File: src/hdl/gmd_pkg.sv
// shared types and constants for the grid max descent path sum block
// no dependencies; used by every module under hdl/
package gmd_pkg;

	localparam int SUM_BITS      = 23;
	localparam int REG_BITS      = 8;
	localparam int APB_ADDR_BITS = 3;
	localparam int APB_DATA_BITS = 32;

	// register index, taken from paddr[2]
	localparam logic REG_ROWS = 1'b0;
	localparam logic REG_COLS = 1'b1;

	typedef logic [SUM_BITS-1:0] sum_t;
	typedef logic [REG_BITS-1:0] size_reg_t;

	localparam sum_t SUM_MAX = '1;

	// per accepted cell: grid finished, and its best final-row sum
	typedef struct packed {
		logic done;
		sum_t best;
	} sweep_res_t;

endpackage

File: src/hdl/grid_max_descent_path_sum.sv
// latency: best_sum is presented the cycle after the grid's last cell beat is taken
// throughput: one cell per cycle over rows and grids unless stalled; the buffer does
//   one write, at most one look-ahead read per cell; row wrap reloads from registers
// reset: arst_n clears counters, window and output valid; sizes return to 1x1;
//   the row buffer itself is not cleared
module grid_max_descent_path_sum #(
	parameter int MAX_ROWS   = 128,
	parameter int MAX_COLS   = 128,
	parameter int VALUE_BITS = 16
) (
	input  logic                                clk,
	input  logic                                arst_n,
	input  logic                                s_tvalid,
	output logic                                s_tready,
	input  logic [((VALUE_BITS+7)/8)*8-1:0]     s_tdata,  // cell_value
	output logic                                m_tvalid,
	input  logic                                m_tready,
	output logic [23:0]                         m_tdata,  // best_sum
	input  logic                                psel,
	input  logic                                penable,
	input  logic                                pwrite,
	input  logic [gmd_pkg::APB_ADDR_BITS-1:0]   paddr,
	input  logic [gmd_pkg::APB_DATA_BITS-1:0]   pwdata,
	output logic [gmd_pkg::APB_DATA_BITS-1:0]   prdata,
	output logic                                pready
);

	localparam int AW  = (MAX_COLS > 1) ? $clog2(MAX_COLS) : 1;
	localparam int RSW = $clog2(MAX_ROWS+1);
	localparam int CSW = $clog2(MAX_COLS+1);

	logic [RSW-1:0]      rows_eff;
	logic [CSW-1:0]      cols_eff;
	logic                fire;
	logic                mem_we;
	logic [AW-1:0]       mem_waddr;
	gmd_pkg::sum_t       mem_wdata;
	logic                mem_re;
	logic [AW-1:0]       mem_raddr;
	gmd_pkg::sum_t       mem_rdata;
	gmd_pkg::sweep_res_t res;
	logic                out_valid_q;
	gmd_pkg::sum_t       out_sum_q;

	assign pready   = 1'b1;
	assign s_tready = !out_valid_q || m_tready;
	assign fire     = s_tvalid && s_tready;

	gmd_cfg_regs #(
		.MAX_ROWS (MAX_ROWS),
		.MAX_COLS (MAX_COLS)
	) u_cfg (
		.clk      (clk),
		.arst_n   (arst_n),
		.psel     (psel),
		.penable  (penable),
		.pwrite   (pwrite),
		.paddr    (paddr),
		.pwdata   (pwdata),
		.prdata   (prdata),
		.rows_eff (rows_eff),
		.cols_eff (cols_eff)
	);

	gmd_row_mem #(
		.DEPTH (MAX_COLS),
		.AW    (AW)
	) u_mem (
		.clk   (clk),
		.we    (mem_we),
		.waddr (mem_waddr),
		.wdata (mem_wdata),
		.re    (mem_re),
		.raddr (mem_raddr),
		.rdata (mem_rdata)
	);

	gmd_sweep #(
		.MAX_ROWS   (MAX_ROWS),
		.MAX_COLS   (MAX_COLS),
		.VALUE_BITS (VALUE_BITS)
	) u_sweep (
		.clk       (clk),
		.arst_n    (arst_n),
		.fire      (fire),
		.value     (s_tdata[VALUE_BITS-1:0]),
		.rows_eff  (rows_eff),
		.cols_eff  (cols_eff),
		.mem_we    (mem_we),
		.mem_waddr (mem_waddr),
		.mem_wdata (mem_wdata),
		.mem_re    (mem_re),
		.mem_raddr (mem_raddr),
		.mem_rdata (mem_rdata),
		.res       (res)
	);

	// output register; a new result may load in the cycle the old one is taken
	always_ff @(posedge clk or negedge arst_n) begin
		if (!arst_n) begin
			out_valid_q <= 1'b0;
		end else if (res.done) begin
			out_valid_q <= 1'b1;
		end else if (m_tready) begin
			out_valid_q <= 1'b0;
		end
	end

	always_ff @(posedge clk) begin
		if (res.done)
			out_sum_q <= res.best;
	end

	assign m_tvalid = out_valid_q;
	assign m_tdata  = {1'b0, out_sum_q};

endmodule

File: src/hdl/gmd_cfg_regs.sv
// apb size registers and their clamped effective values
// depends on gmd_pkg
module gmd_cfg_regs #(
	parameter int MAX_ROWS = 128,
	parameter int MAX_COLS = 128
) (
	input  logic                                clk,
	input  logic                                arst_n,
	input  logic                                psel,
	input  logic                                penable,
	input  logic                                pwrite,
	input  logic [gmd_pkg::APB_ADDR_BITS-1:0]   paddr,
	input  logic [gmd_pkg::APB_DATA_BITS-1:0]   pwdata,
	output logic [gmd_pkg::APB_DATA_BITS-1:0]   prdata,
	output logic [$clog2(MAX_ROWS+1)-1:0]       rows_eff,
	output logic [$clog2(MAX_COLS+1)-1:0]       cols_eff
);

	localparam int RSW = $clog2(MAX_ROWS+1);
	localparam int CSW = $clog2(MAX_COLS+1);
	localparam int RXW = (RSW > gmd_pkg::REG_BITS) ? RSW : gmd_pkg::REG_BITS;
	localparam int CXW = (CSW > gmd_pkg::REG_BITS) ? CSW : gmd_pkg::REG_BITS;

	gmd_pkg::size_reg_t rows_q;
	gmd_pkg::size_reg_t cols_q;
	logic               wr_en;
	logic               reg_sel;

	assign wr_en   = psel && penable && pwrite;
	assign reg_sel = paddr[2];

	always_ff @(posedge clk or negedge arst_n) begin
		if (!arst_n) begin
			rows_q <= gmd_pkg::size_reg_t'(1);
			cols_q <= gmd_pkg::size_reg_t'(1);
		end else if (wr_en) begin
			case (reg_sel)
				gmd_pkg::REG_ROWS: rows_q <= pwdata[gmd_pkg::REG_BITS-1:0];
				gmd_pkg::REG_COLS: cols_q <= pwdata[gmd_pkg::REG_BITS-1:0];
				default: ;
			endcase
		end
	end

	always_comb begin
		case (reg_sel)
			gmd_pkg::REG_ROWS: prdata = gmd_pkg::APB_DATA_BITS'(rows_q);
			gmd_pkg::REG_COLS: prdata = gmd_pkg::APB_DATA_BITS'(cols_q);
			default:           prdata = '0;
		endcase
	end

	// zero acts as one, anything above the maximum acts as the maximum
	always_comb begin
		if (rows_q == '0)
			rows_eff = RSW'(1);
		else if (RXW'(rows_q) > RXW'(MAX_ROWS))
			rows_eff = RSW'(MAX_ROWS);
		else
			rows_eff = RSW'(rows_q);

		if (cols_q == '0)
			cols_eff = CSW'(1);
		else if (CXW'(cols_q) > CXW'(MAX_COLS))
			cols_eff = CSW'(MAX_COLS);
		else
			cols_eff = CSW'(cols_q);
	end

endmodule

File: src/hdl/gmd_row_mem.sv
// one-row buffer of best partial sums: one write port, one registered read port
// depends on gmd_pkg
module gmd_row_mem #(
	parameter int DEPTH = 128,
	parameter int AW    = 7
) (
	input  logic              clk,
	input  logic              we,
	input  logic [AW-1:0]     waddr,
	input  gmd_pkg::sum_t     wdata,
	input  logic              re,
	input  logic [AW-1:0]     raddr,
	output gmd_pkg::sum_t     rdata
);

	gmd_pkg::sum_t mem [DEPTH];
	gmd_pkg::sum_t rdata_q;

	always_ff @(posedge clk) begin
		if (we)
			mem[waddr] <= wdata;
		if (re)
			rdata_q <= mem[raddr];
	end

	assign rdata = rdata_q;

endmodule

File: src/hdl/gmd_sweep.sv
// row sweep: position counters, three-entry neighbor window, update and row max
// depends on gmd_pkg; drives the row buffer in gmd_row_mem
module gmd_sweep #(
	parameter int MAX_ROWS   = 128,
	parameter int MAX_COLS   = 128,
	parameter int VALUE_BITS = 16
) (
	input  logic                                  clk,
	input  logic                                  arst_n,
	input  logic                                  fire,
	input  logic [VALUE_BITS-1:0]                 value,
	input  logic [$clog2(MAX_ROWS+1)-1:0]         rows_eff,
	input  logic [$clog2(MAX_COLS+1)-1:0]         cols_eff,
	output logic                                  mem_we,
	output logic [(MAX_COLS>1 ? $clog2(MAX_COLS) : 1)-1:0] mem_waddr,
	output gmd_pkg::sum_t                         mem_wdata,
	output logic                                  mem_re,
	output logic [(MAX_COLS>1 ? $clog2(MAX_COLS) : 1)-1:0] mem_raddr,
	input  gmd_pkg::sum_t                         mem_rdata,
	output gmd_pkg::sweep_res_t                   res
);

	localparam int AW   = (MAX_COLS > 1) ? $clog2(MAX_COLS) : 1;
	localparam int RW   = (MAX_ROWS > 1) ? $clog2(MAX_ROWS) : 1;
	localparam int CSW  = $clog2(MAX_COLS+1);
	localparam int RSW  = $clog2(MAX_ROWS+1);
	localparam int CCW  = ((AW + 1) > CSW) ? (AW + 1) : CSW;
	localparam int RCW  = ((RW + 1) > RSW) ? (RW + 1) : RSW;
	localparam int RAW  = AW + 2;
	localparam int XW   = ((VALUE_BITS > gmd_pkg::SUM_BITS) ? VALUE_BITS
	                                                        : gmd_pkg::SUM_BITS) + 1;

	logic [AW-1:0]  col_q;
	logic [RW-1:0]  row_q;
	gmd_pkg::sum_t  lft_q;
	gmd_pkg::sum_t  ctr_q;
	gmd_pkg::sum_t  rgt_q;
	logic           rd_pend_q;
	gmd_pkg::sum_t  first0_q;
	gmd_pkg::sum_t  first1_q;
	gmd_pkg::sum_t  run_q;

	logic [CCW-1:0] col_inc;
	logic [RCW-1:0] row_inc;
	logic [RAW-1:0] rd_addr;
	logic           last_col;
	logic           last_row;
	logic           col_zero;
	logic           col_one;
	gmd_pkg::sum_t  rgt_cur;
	gmd_pkg::sum_t  left_nb;
	gmd_pkg::sum_t  right_nb;
	gmd_pkg::sum_t  max_lc;
	gmd_pkg::sum_t  best_above;
	logic [XW-1:0]  sum_w;
	gmd_pkg::sum_t  fresh;
	gmd_pkg::sum_t  run_next;

	assign col_inc  = CCW'(col_q) + CCW'(1);
	assign row_inc  = RCW'(row_q) + RCW'(1);
	assign last_col = col_inc >= CCW'(cols_eff);
	assign last_row = row_inc >= RCW'(rows_eff);
	assign col_zero = col_q == '0;
	assign col_one  = col_q == AW'(1);

	// right neighbor comes straight from the read port in the cycle after the read
	assign rgt_cur  = rd_pend_q ? mem_rdata : rgt_q;
	assign left_nb  = col_zero ? '0 : lft_q;
	assign right_nb = last_col ? '0 : rgt_cur;
	assign max_lc   = (left_nb > ctr_q) ? left_nb : ctr_q;

	always_comb begin
		if (row_q == '0)
			best_above = '0;
		else
			best_above = (max_lc > right_nb) ? max_lc : right_nb;
	end

	assign sum_w    = XW'(value) + XW'(best_above);
	assign fresh    = (sum_w > XW'(gmd_pkg::SUM_MAX)) ? gmd_pkg::SUM_MAX
	                                                  : sum_w[gmd_pkg::SUM_BITS-1:0];
	assign run_next = (col_zero || fresh > run_q) ? fresh : run_q;

	// fetch the entry two columns ahead; the row wrap refills from first0/first1
	assign rd_addr   = RAW'(col_q) + RAW'(2);
	assign mem_re    = fire && !last_col && (rd_addr < RAW'(MAX_COLS));
	assign mem_raddr = rd_addr[AW-1:0];
	assign mem_we    = fire;
	assign mem_waddr = col_q;
	assign mem_wdata = fresh;

	assign res.done = fire && last_col && last_row;
	assign res.best = run_next;

	always_ff @(posedge clk or negedge arst_n) begin
		if (!arst_n) begin
			col_q     <= '0;
			row_q     <= '0;
			lft_q     <= '0;
			ctr_q     <= '0;
			rgt_q     <= '0;
			rd_pend_q <= 1'b0;
			first0_q  <= '0;
			first1_q  <= '0;
			run_q     <= '0;
		end else if (fire) begin
			run_q <= (last_col && last_row) ? '0 : run_next;
			if (col_zero)
				first0_q <= fresh;
			if (col_one)
				first1_q <= fresh;
			if (last_col) begin
				col_q     <= '0;
				row_q     <= last_row ? '0 : row_q + RW'(1);
				lft_q     <= '0;
				// the row just finished becomes the row above
				ctr_q     <= col_zero ? fresh : first0_q;
				rgt_q     <= col_one ? fresh : first1_q;
				rd_pend_q <= 1'b0;
			end else begin
				col_q     <= col_inc[AW-1:0];
				lft_q     <= ctr_q;
				ctr_q     <= rgt_cur;
				rd_pend_q <= mem_re;
			end
		end else if (rd_pend_q) begin
			rgt_q     <= mem_rdata;
			rd_pend_q <= 1'b0;
		end
	end

	// read and write never meet on one entry, so the buffer needs no bypass
	a_no_rw_overlap: assert property (@(posedge clk) disable iff (!arst_n)
		(mem_we && mem_re) |-> (mem_waddr != mem_raddr))
		else $error("row buffer read and write hit the same entry");

	a_wrap_no_pending: assert property (@(posedge clk) disable iff (!arst_n)
		(fire && last_col) |=> (!rd_pend_q && col_q == '0))
		else $error("row wrap left a read outstanding or column nonzero");

	a_pend_from_read: assert property (@(posedge clk) disable iff (!arst_n)
		$rose(rd_pend_q) |-> $past(mem_re))
		else $error("read pending without a read issued");

	a_done_resets_row: assert property (@(posedge clk) disable iff (!arst_n)
		res.done |=> (row_q == '0 && run_q == '0))
		else $error("grid end did not restart the sweep");

endmodule
File: config.mk
export PLATFORM = sky130hd
export DESIGN_NAME = grid_max_descent_path_sum
export DESIGN_NICKNAME = d
export VERILOG_FILES = /design/src/hdl/gmd_pkg.sv /design/src/hdl/grid_max_descent_path_sum.sv /design/src/hdl/gmd_cfg_regs.sv /design/src/hdl/gmd_row_mem.sv /design/src/hdl/gmd_sweep.sv
export SDC_FILE = /design/constraint.sdc
export NUM_CORES = 2
export LEC_CHECK = 0
export BUFFER_PORTS_ARGS = -buffer_cell sky130_fd_sc_hd__buf_2
export CAP_MARGIN = 20
export CORE_UTILIZATION = 25
export CTS_BUF_LIST = sky130_fd_sc_hd__clkbuf_4 sky130_fd_sc_hd__clkbuf_8
export DETAILED_ROUTE_END_ITERATION = 8
export GPL_TIMING_DRIVEN = 0
export PLACE_DENSITY = 0.48
export SLEW_MARGIN = 20
export SYNTH_ARGS = -nofsm -noshare
export SYNTH_HDL_FRONTEND = slang
export SYNTH_SLANG_ARGS = --single-unit
File: constraint.sdc
create_clock -name clk -period 16.8 [get_ports clk]
set_input_delay 3.36 -clock clk [delete_from_list [all_inputs] [get_ports clk]]
set_output_delay 3.36 -clock clk [all_outputs]
set_load 0.01 [all_outputs]
==> results.toml <==
[outcome]
status = "finished clean"

[floorplanning]
io-pin-count = 117
die-area_um2 = 504000
die_h_um = 710
core-area_um2 = 498000
num_rows = 259
start_util = 0.252
fp.dieW_um = 710

[critical_path]
critPathLaunchType = "register"
reg2reg_slack_ns = 1.10
slowest_delay_ns = 0.60
crit_fanout = 67
crit_required_ns = 17.65
crit_slowest_cell = "a211oi_1"
crit_top_cell = "clkbuf_1"
path_class = "register to register"
cp.arrival_ns = 16.55
rr_startpoint = "u_sweep.mem_waddr[0]"
end_kind = "register"
regToRegEndpoint = "out_sum_q[18]"
r2r_cells = 47

[drt]
via_per_inst = 4.66
num_vias = 63449
wl_per_cell_um = 26.9
dr.pass1.iters = 6
drcViolationCount = 0
detail_route.iter0.violations = 7270
routed_wl_um = 366000
final_antenna_net_count = 0

[global_route]
grt_usage = 0.143
grt_pass1_vias = 65305
grt-ovfl-total = 0
antenna_found_initial = 54
grt_max_degree = 101
grt_pass1_wl_um = 512000

[synthesis]
yosysUniqueCellTypes = 78
synthFlopType = "edfxtp_1"
ys_async_sr_fraction = 0.0538
syn_inst = 5729
synth_area_um2 = 125000
ys_ff_latch = 3160
synth_area_per_cell_um2 = 21.9
synth-edff-count = 2990
yosys_warnings = 0
seq_area_frac_synth = 0.750

[clock_network]
cts.repair.resized = 5
cts_hold_buf = 0
cts_setup_buffers = 0
htreeDepth = 6
cts_sinks = 3160
clk_latency_ns = 1.17
path_clk_slew_ns = 0.05
cts_tree = "done"
cts.root.buffer_cell = "clkbuf_8"
cts_buffers = 552
clock_path_buffers = 4

[layout]
layoutNonFillerInstCount = 13626
mostFrequentLayoutCells = "2990 x edfxtp_1, 966 x mux4_2, 562 x clkbuf_8"
layout-drive-gt1-share = 0.355
fill_cells = 48360
multi_input_area_um2 = 30900
area_delta_synth_final_pct = 19.9
regArea_um2 = 94000
final_common_cell = "edfxtp_1"
nets = 6727

[run]
max_cap_viol_count = 0

[timing]
relSlewSlack = 0.131
fin_hold_ws_ns = 0.470
clock_skew_ns = 0.0546
maxSlewViolCount = 0
fin_crit_sh = 0.934
fin_crit_ns = 15.70
rsz0062_at_grt = "no"
finalHoldViolCount = 0
report.final.setup_viol = 0
worst_slew_pin_slew_ns = 1.30
clock.fmax_mhz = 63.7

[placed_design]
place_hpwl_um = 253000
place_congestion = 0.926
port_buffers = 64
dp_cells = 12655

[hold_path]
hold_path_depth = 2
holdPathEnd = "u_sweep.lft_q[11]"
min_from = "u_sweep.lft_q[11]"
hold_path_class = "register to register"
[worst max-delay path: cells and delay by family, from the launching register on]
family                     cells  cell delay [ns]
muxes                          1             0.41
AOI/OAI and AO/OA             18             4.79
buffers and inverters         11             4.61
adders and majority gates      5             1.56
DFF                            1             0.50
and+or+nand+nor               12             3.40
[final cells by class]
cell class	instances	area share
Multi-Input combinational cell	2192	0.206
Antenna cell	16	0.000266
Buffer	321	0.00955
Clock buffer	724	0.0596
Inverter	79	0.00264
Clock inverter	227	0.0103
Timing Repair Buffer	252	0.0308
Tap cell	6655	0.0554
Sequential cell	3160	0.626
[cell families after synthesis]
| group | Yosys count | synth area share |
|---|---|---|
| muxes | 1066 | 0.182 |
| and+or+nand+nor | 560 | 0.0201 |
| adders and majority gates | 111 | 0.0111 |
| DFF | 3160 | 0.750 |
| AOI/OAI and AO/OA | 401 | 0.0211 |
| xor gates and xnor gates | 28 | 0.00196 |
| buffers and inverters | 401 | 0.0129 |
| other | 2 | 0.0000599 |
[cell usage after synthesis, drive strengths merged, types with 12 or more instances]
cell type	count	area share
nand3	40	0.0016
mux2	94	0.0084
o21ai	123	0.0049
ha	110	0.011
dfrtp	168	0.034
nor2	241	0.0072
a221oi	23	0.0017
inv	78	0.0023
buf	105	0.0040
a211oi	23	0.0014
a21o	16	0.00096
and2	42	0.0022
a22o	42	0.0029
xor2	12	0.00084
xnor2	16	0.0011
mux4	966	0.17
nor3	12	0.00052
nand2	166	0.0050
o31ai	29	0.0018
edfxtp	2990	0.72
a21oi	86	0.0034
nand4	19	0.0010
clkbuf	217	0.0065
[how the worst max path moves through the flow]
stage	startpoint	endpoint	slack (ns)	cells past startpoint
3_5_place_dp	u_sweep.mem_waddr[0]	u_sweep.run_q[7]	-0.60	48
5_1_grt	u_sweep.mem_waddr[0]	u_sweep.run_q[12]	0.02	47
3_3_place_gp	u_sweep.mem_waddr[1]	u_sweep.run_q[10]	-8.82	45
4_1_cts	u_sweep.mem_waddr[0]	u_sweep.run_q[7]	0.03	49
6_report	u_sweep.mem_waddr[0]	out_sum_q[18]	1.10	47
2_1_floorplan	u_sweep.mem_waddr[0]	u_sweep.run_q[21]	1.63	46
[layer usage]
| layer | wire length (µm) | GRT usage | part of all wire |
|---|---|---|---|
| met5 | 107 | 0 | 0.00029 |
| met4 | 11600 | 0.0470 | 0.032 |
| met3 | 25700 | 0.0231 | 0.070 |
| met2 | 171000 | 0.226 | 0.47 |
| met1 | 158000 | 0.200 | 0.43 |
[state kept, by name, indices dropped and copies added, names as in the netlist]
name / count
m_tvalid: 1
u_sweep.ctr_q: 23
u_sweep.first1_q: 23
u_sweep.rgt_q: 23
u_mem.mem: 2944
u_sweep.rd_pend_q: 1
u_mem.rdata: 23
u_sweep.run_q: 23
u_sweep.mem_waddr: 7
u_sweep.row_q: 7
u_sweep.lft_q: 23
u_cfg.rows_q: 8
u_sweep.first0_q: 23
u_cfg.cols_q: 8
out_sum_q: 23
[per-stage QoR]
step	worst slack (ns)	TNS [ns]	area (µm²)	util
3_3_place_gp	-8.82	-4314.51	134000	0.269
5_1_grt	0.0171	0	150000	0.301
3_5_place_dp	-0.601	-16.67	140000	0.280
6_report	1.10	0	150000	0.302
2_1_floorplan	1.63	0	125000	-
4_1_cts	0.0279	0	150000	0.301
Power is not shown: default switching activity piles up to over one toggle a cycle in this logic, so the estimate is an artifact.
